## config.mk

```make
export PLATFORM = sky130hd
export DESIGN_NAME = two_key_debounce_auto_repeat_flat
export DESIGN_NICKNAME = d
export VERILOG_FILES = /design/src/sv/tkd_pkg.sv /design/src/sv/tkd_if.sv /design/src/sv/tkd_cfg_regs.sv /design/src/sv/tkd_step.sv /design/src/sv/two_key_debounce_auto_repeat.sv /design/src/flat_wrapper.sv
export SDC_FILE = /design/constraint.sdc
export NUM_CORES = 1
export LEC_CHECK = 0
export BUFFER_PORTS_ARGS = -buffer_cell sky130_fd_sc_hd__buf_2
export CELL_PAD_IN_SITES_DETAIL_PLACEMENT = 0
export CELL_PAD_IN_SITES_GLOBAL_PLACEMENT = 1
export CORE_AREA = 2 2 108 110
export DETAILED_ROUTE_END_ITERATION = 10
export DIE_AREA = 0 0 110 112
export PLACE_DENSITY_LB_ADDON = 0.1
export SETUP_SLACK_MARGIN = 0.15
export SYNTH_ARGS = -nofsm -noshare
export SYNTH_HDL_FRONTEND = slang
export SYNTH_SLANG_ARGS = --single-unit
```

## constraint.sdc

```tcl
create_clock -name i_clk -period 5.3 [get_ports i_clk]
set_input_delay 0 -clock i_clk [delete_from_list [all_inputs] [get_ports i_clk]]
set_output_delay 0 -clock i_clk [all_outputs]
set_load 0.03 [all_outputs]
```

## src/sv/tkd_pkg.sv

```systemverilog
// Package for the two-key debounce block: key event codes, phase codes,
// configuration defaults and the configuration register bundle.
// No dependencies; every other file of the block uses it.
package tkd_pkg;

    // Key event reported for each tick item.
    typedef enum logic [1:0] {
        EV_NONE = 2'd0,
        EV_SEL  = 2'd1,
        EV_INC  = 2'd2
    } t_key_event;

    // Debounce phase, one-hot coded.
    typedef enum logic [2:0] {
        PH_IDLE   = 3'b001,
        PH_WAIT   = 3'b010,
        PH_REPEAT = 3'b100
    } t_phase;

    // Configuration register indexes.
    typedef enum logic [1:0] {
        CFG_RELEASE_TICKS = 2'd0,
        CFG_LONG_PRESS    = 2'd1,
        CFG_REPEAT_TICKS  = 2'd2
    } t_cfg_idx;

    localparam int REL_W  = 7;
    localparam int HOLD_W = 16;
    localparam int CFG_W  = 16;

    localparam logic [REL_W-1:0]  RELEASE_TICKS_RST = 7'd100;
    localparam logic [HOLD_W-1:0] LONG_PRESS_RST    = 16'd1000;
    localparam logic [HOLD_W-1:0] REPEAT_TICKS_RST  = 16'd100;

    // Configuration registers as seen by the state logic.
    typedef struct packed {
        logic [REL_W-1:0]  release_ticks;
        logic [HOLD_W-1:0] long_press_ticks;
        logic [HOLD_W-1:0] repeat_ticks;
    } t_cfg;

endpackage

```

## src/sv/tkd_if.sv

```systemverilog
// Valid/ready channel interfaces of the two-key debounce block: key tick
// items in, key event items out. Depends on tkd_pkg.
interface tkd_key_if;
    logic valid;
    logic ready;
    logic inc_pressed;
    logic sel_pressed;

    modport source (output valid, output inc_pressed, output sel_pressed, input ready);
    modport sink   (input valid, input inc_pressed, input sel_pressed, output ready);
endinterface

interface tkd_evt_if;
    logic                  valid;
    logic                  ready;
    tkd_pkg::t_key_event   key_event;

    modport source (output valid, output key_event, input ready);
    modport sink   (input valid, input key_event, output ready);
endinterface

```

## src/sv/tkd_cfg_regs.sv

```systemverilog
// Configuration registers of the two-key debounce block, written through a
// plain write port. Depends on tkd_pkg.
module tkd_cfg_regs (
    input  logic                       i_clk,
    input  logic                       i_rst_n,
    input  logic                       i_cfg_we,
    input  logic [1:0]                 i_cfg_idx,
    input  logic [tkd_pkg::CFG_W-1:0]  i_cfg_data,
    output tkd_pkg::t_cfg              o_cfg
);
    import tkd_pkg::*;

    t_cfg r_cfg;

    // Writes to an index beyond the register list are ignored.
    always_ff @(posedge i_clk) begin
        if (!i_rst_n) begin
            r_cfg.release_ticks    <= RELEASE_TICKS_RST;
            r_cfg.long_press_ticks <= LONG_PRESS_RST;
            r_cfg.repeat_ticks     <= REPEAT_TICKS_RST;
        end else if (i_cfg_we) begin
            case (t_cfg_idx'(i_cfg_idx))
                CFG_RELEASE_TICKS: r_cfg.release_ticks    <= i_cfg_data[REL_W-1:0];
                CFG_LONG_PRESS:    r_cfg.long_press_ticks <= i_cfg_data[HOLD_W-1:0];
                CFG_REPEAT_TICKS:  r_cfg.repeat_ticks     <= i_cfg_data[HOLD_W-1:0];
                default: begin
                end
            endcase
        end
    end

    assign o_cfg = r_cfg;

endmodule

```

## src/sv/tkd_step.sv

```systemverilog
// Debounce state machine: phase, release and hold counters, and the result
// register that holds the key event of the last processed item.
// Depends on tkd_pkg.
module tkd_step (
    input  logic                 i_clk,
    input  logic                 i_rst_n,
    input  logic                 i_step,
    input  logic                 i_inc,
    input  logic                 i_sel,
    input  tkd_pkg::t_cfg        i_cfg,
    output tkd_pkg::t_key_event  o_event
);
    import tkd_pkg::*;

    t_phase            r_phase,    n_phase;
    logic [REL_W-1:0]  r_rel_cnt,  n_rel_cnt;
    logic [HOLD_W-1:0] r_hold_cnt, n_hold_cnt;
    t_key_event        r_event,    n_event;

    logic [HOLD_W-1:0] hold_inc;
    logic [REL_W-1:0]  rel_inc;

    // Saturating increments of both counters.
    assign hold_inc = (r_hold_cnt == '1) ? r_hold_cnt : r_hold_cnt + 1'b1;
    assign rel_inc  = (r_rel_cnt == '1) ? r_rel_cnt : r_rel_cnt + 1'b1;

    // Next state and key event for one tick item.
    always_comb begin
        n_phase    = r_phase;
        n_rel_cnt  = r_rel_cnt;
        n_hold_cnt = r_hold_cnt;
        n_event    = EV_NONE;
        case (r_phase)
            PH_WAIT: begin
                if (r_rel_cnt >= i_cfg.release_ticks) begin
                    // The extra tick after the release count is reached.
                    n_phase   = PH_IDLE;
                    n_rel_cnt = '0;
                end else if (i_inc || i_sel) begin
                    n_rel_cnt  = REL_W'(1);
                    n_hold_cnt = hold_inc;
                    if (hold_inc > i_cfg.long_press_ticks) begin
                        n_phase   = PH_REPEAT;
                        n_rel_cnt = '0;
                    end
                end else begin
                    n_rel_cnt = rel_inc;
                end
            end
            PH_REPEAT: begin
                if (i_inc) begin
                    if (hold_inc > i_cfg.repeat_ticks) begin
                        n_event    = EV_INC;
                        n_hold_cnt = '0;
                    end else begin
                        n_hold_cnt = hold_inc;
                    end
                end else begin
                    n_phase   = PH_IDLE;
                    n_rel_cnt = '0;
                end
            end
            default: begin
                // Idle; increment wins over select.
                n_phase    = PH_IDLE;
                n_hold_cnt = '0;
                if (i_inc) begin
                    n_event   = EV_INC;
                    n_phase   = PH_WAIT;
                    n_rel_cnt = REL_W'(1);
                end else if (i_sel) begin
                    n_event   = EV_SEL;
                    n_phase   = PH_WAIT;
                    n_rel_cnt = REL_W'(1);
                end
            end
        endcase
    end

    // State registers move only when an item is processed.
    always_ff @(posedge i_clk) begin
        if (!i_rst_n) begin
            r_phase    <= PH_IDLE;
            r_rel_cnt  <= '0;
            r_hold_cnt <= '0;
        end else if (i_step) begin
            r_phase    <= n_phase;
            r_rel_cnt  <= n_rel_cnt;
            r_hold_cnt <= n_hold_cnt;
        end
    end

    // Result register.
    always_ff @(posedge i_clk) begin
        if (i_step) begin
            r_event <= n_event;
        end
    end

    assign o_event = r_event;

endmodule

```

## src/sv/two_key_debounce_auto_repeat.sv

```systemverilog
// Two-key debounce with auto-repeat: each key tick item (one 2 ms tick with
// the increment and select key levels, 1 = pressed) yields exactly one key
// event item: none, select or increment. The block takes one item per clock
// cycle while the output is not stalled: an item is registered at the input,
// then its state update and event are computed into the result register once
// that is free, and the event is offered on the output from there. Input and
// result registers let a new item enter while an event waits to be taken.
// Configuration registers may be written only while no item is in flight.
// Depends on tkd_pkg, tkd_if, tkd_cfg_regs and tkd_step.
module two_key_debounce_auto_repeat (
    input  logic                       i_clk,
    input  logic                       i_rst_n,
    tkd_key_if.sink                    i_key,
    tkd_evt_if.source                  o_evt,
    input  logic                       i_cfg_we,
    input  logic [1:0]                 i_cfg_idx,
    input  logic [tkd_pkg::CFG_W-1:0]  i_cfg_data
);
    import tkd_pkg::*;

    logic r_in_vld;
    logic r_inc;
    logic r_sel;
    logic r_out_vld, n_out_vld;
    logic step;
    t_cfg cfg;
    t_key_event evt;

    // Handshake: the input register empties whenever its item can move into
    // the result register.
    assign step        = r_in_vld && (!r_out_vld || o_evt.ready);
    assign i_key.ready = !r_in_vld || step;
    assign n_out_vld   = step ? 1'b1 : (o_evt.ready ? 1'b0 : r_out_vld);

    // Input register.
    always_ff @(posedge i_clk) begin
        if (!i_rst_n) begin
            r_in_vld  <= 1'b0;
            r_out_vld <= 1'b0;
        end else begin
            if (i_key.ready) begin
                r_in_vld <= i_key.valid;
            end
            r_out_vld <= n_out_vld;
        end
    end

    always_ff @(posedge i_clk) begin
        if (i_key.valid && i_key.ready) begin
            r_inc <= i_key.inc_pressed;
            r_sel <= i_key.sel_pressed;
        end
    end

    tkd_cfg_regs u_cfg (
        .i_clk      (i_clk),
        .i_rst_n    (i_rst_n),
        .i_cfg_we   (i_cfg_we),
        .i_cfg_idx  (i_cfg_idx),
        .i_cfg_data (i_cfg_data),
        .o_cfg      (cfg)
    );

    tkd_step u_step (
        .i_clk   (i_clk),
        .i_rst_n (i_rst_n),
        .i_step  (step),
        .i_inc   (r_inc),
        .i_sel   (r_sel),
        .i_cfg   (cfg),
        .o_event (evt)
    );

    assign o_evt.valid     = r_out_vld;
    assign o_evt.key_event = evt;

endmodule

```

## src/flat_wrapper.sv

```systemverilog
// flat-port wrapper written by rule: the top's interface ports become plain ports
module two_key_debounce_auto_repeat_flat import tkd_pkg::*;
  (i_clk, i_rst_n, i_cfg_we, i_cfg_idx, i_cfg_data, i_key_valid, i_key_inc_pressed, i_key_sel_pressed, i_key_ready, o_evt_valid, o_evt_key_event, o_evt_ready);
  tkd_key_if i_key_i ();
  tkd_evt_if o_evt_i ();
  input  logic i_clk;
  input  logic i_rst_n;
  input  logic i_cfg_we;
  input  logic [1:0] i_cfg_idx;
  input  logic [tkd_pkg::CFG_W-1:0] i_cfg_data;
  input wire logic [$bits(i_key_i.valid)-1:0] i_key_valid;
  input wire logic [$bits(i_key_i.inc_pressed)-1:0] i_key_inc_pressed;
  input wire logic [$bits(i_key_i.sel_pressed)-1:0] i_key_sel_pressed;
  output wire logic [$bits(i_key_i.ready)-1:0] i_key_ready;
  output wire logic [$bits(o_evt_i.valid)-1:0] o_evt_valid;
  output wire logic [$bits(o_evt_i.key_event)-1:0] o_evt_key_event;
  input wire logic [$bits(o_evt_i.ready)-1:0] o_evt_ready;
  assign i_key_i.valid = i_key_valid;
  assign i_key_i.inc_pressed = i_key_inc_pressed;
  assign i_key_i.sel_pressed = i_key_sel_pressed;
  assign i_key_ready = i_key_i.ready;
  assign o_evt_valid = o_evt_i.valid;
  assign o_evt_key_event = o_evt_i.key_event;
  assign o_evt_i.ready = o_evt_ready;
  two_key_debounce_auto_repeat u_core (.i_clk(i_clk), .i_rst_n(i_rst_n), .i_key(i_key_i), .o_evt(o_evt_i), .i_cfg_we(i_cfg_we), .i_cfg_idx(i_cfg_idx), .i_cfg_data(i_cfg_data));
endmodule
```

==> metrics.cfg <==
[run_status]
run_status=finished clean

[synthesis]
synth_edf_count=4
synthTopCellsByArea=dfxtp_1 32%, ha_1 12%, nand2_1 7.9%
synthCells=517
ys_ff_latch=71
synth_cell_types=56
yosysSeqAreaShare_pct=35.2
synth_top_area_share_pct=32.3
yosysTopAreaCell=dfxtp_1
syn_area_um2=4160
ys_warn_count=0
synth_nets=583
postSynthAreaPerCell_um2=8.04
async_flop_share_pct=0
synth_ff_type=dfxtp_1

[place]
hpwl_um=8100
dp_slack_ns=1.31
port_buffers=28
gp_congestion=0.929

[cells_and_area]
diodes=0
final_util_pct=43.8
syn2layout_area_growth_pct=17.9
regArea_um2=1460
fin_nets=627
final_cell_mix=87 x nand2_1, 67 x dfxtp_1, 56 x a21oi_1
drive_gt1_share_pct=9.72
fill_cells=1130
multi_input_area_um2=2440
final_common_cell=nand2_1

[global_route]
grt_antenna_before_repair=0
grt_pass1_wl_um=18000
grtUsageMet2_pct=32.2
grtUsageMet3_pct=3.51
grt_usage_pct=19.4
grt_max_degree=49
grt_use_met1_pct=24.1
grt_pass1_vias=3515
grt-busiest-layer=met2
grt_remaining_overflow=0

[timing]
worstMarginPinSlew_ns=0.827
worst_slack_ns=1.32
setup_viol=0
fin_crit_ns=3.98
finalCritPeriodShare_pct=75.1
max_freq_mhz=251
setup_tns_ns=0
hold_viol=0
max_slew_margin_pct=44.8
holdWs_ns=0.136
skew_ns=0.0107
grt_setup_unrepaired=false
drv_slew=0

[clock_tree]
htreeDepth=3
clkTransAtPathRegs_ns=0.06
cts_root_buffer=clkbuf_16
clk_path_buf_depth=2
clkSinkCount=71
worstSkewPairLatency_ns=0.34
cts_made_buffers=9
cts_tree=done

[detailed_routing]
ant_nets=0
viasPerCell=5.18
drt_iter0_drc=132
first_pass_iters=4
drc=0
wl_um=11000
post_drt_wl_per_cell_um=15.6
vias=3675

[floorplan]
die_w_um=110
io_pins=29
core_um2=11200
fp.dieH_um=112
rows=39
initial_utilization_pct=37.2
die_area_um2=12300

[pwr]
pwr_density_cell_nw_per_um2=256
p_leak_nw=1.97
finalPower_mw=1.25
worst_ir_drop_vdd_mv=0.200

[critical_path]
arrival_ns=4.22
cp.required_ns=5.54
cp_max_fo=15
crit_type=reg2reg
cp-start-kind=flop
cp-end-kind=flop

[flow_run]
maxCapViolCount=0

[worst_hold_path]
hold_class=in2reg

==> layer usage <==
metal | vias up | part of all wire (%)
met5 | - | 0
met4 | 0 | 2.1
met1 | 1683 | 46
met3 | 15 | 3.3
li1 | 1924 | -
met2 | 53 | 49
==> flip-flops by register name, summed over array words and instances, names as in the netlist <==
name,flops
u_core.u_cfg.o_cfg,39
u_core.u_step.r_hold_cnt,16
u_core.u_step.r_rel_cnt,7
u_core.u_step.r_phase,3
u_core.u_step.o_event,2
u_core.o_evt.valid,1
u_core.r_in_vld,1
u_core.r_inc,1
u_core.r_sel,1
==> synthesized netlist by cell type (all sizes together) (6+ instances only) <==
cell type,instances
dfxtp,67
o21ai,6
ha,41
a21oi,57
inv,50
a211oi,7
nand2,87
a31oi,6
nor3,6
xnor2,8
nor2,29
clkbuf,15
o211ai,14
a21o,7
nand3,23
a22o,6
nand4,7
==> path summary, 6_finish.rpt <==
| path | startpoint | to | slack [ns] | cells after the start |
|---|---|---|---|---|
| worst max-delay path | u_core.u_step.r_hold_cnt[0] | u_core.u_step.r_hold_cnt[7] | 1.32 | 12 |
| worst min-delay path | i_rst_n | u_core.u_cfg.o_cfg[24] | 0.14 | 2 |
| worst max register to register | u_core.u_step.r_hold_cnt[0] | u_core.u_step.r_hold_cnt[7] | 1.32 | 12 |
| worst min register to register | u_core.u_cfg.o_cfg[12] | u_core.u_cfg.o_cfg[12] | 0.46 | 2 |
==> power breakdown <==
group | internal [mW] | switching (mW)
sequential | 0.555 | 0.00876
clock | 0.346 | 0.230
combinational | 0.0464 | 0.0691
==> worst max-delay path, cell delays in order, from the launching register on <==
cell      delay, ns
dfxtp_1        0.39
ha_1           0.20
nand2_1        0.11
or4_1          0.56
nor2_1         0.14
mux2_2         0.39
ha_1           0.32
nand3_1        0.13
nor4_1         0.41
a21boi_0       0.43
o32ai_4        0.27
and3_2         0.30
a22o_1         0.23
==> cell type report <==
class	instances	area share [%]
Multi-Input combinational cell	379	49.7
Timing Repair Buffer	50	7.25
Sequential cell	71	29.8
Clock inverter	2	0.281
Inverter	50	3.83
Tap cell	143	3.65
Clock buffer	14	5.42
==> cells by family after synthesis <==
group / Yosys count / synth area share (%)
buffers and inverters: 67 / 6.23
adders and majority gates: 41 / 12.3
muxes: 5 / 1.29
DFF: 71 / 35.2
xor gates and xnor gates: 10 / 2.11
and+or+nand+nor: 187 / 21.1
AOI/OAI and AO/OA: 136 / 21.7
==> metrics by stage <==
stage / cells / cell area [um2]
after floorplan: 517 / 4160
after global placement: 673 / 4420
after detailed placement: 673 / 4420
after CTS: 709 / 4900
after global routing: 709 / 4900
final: 709 / 4900
==> what timing repair did <==
item,4_1_cts,5_1_grt
hold buffers,20,0
setup buffers,0,0
gates resized for setup,0,0
hold endpoints to repair,43,0
No activity file was read; power rests on OpenSTA's default activity.
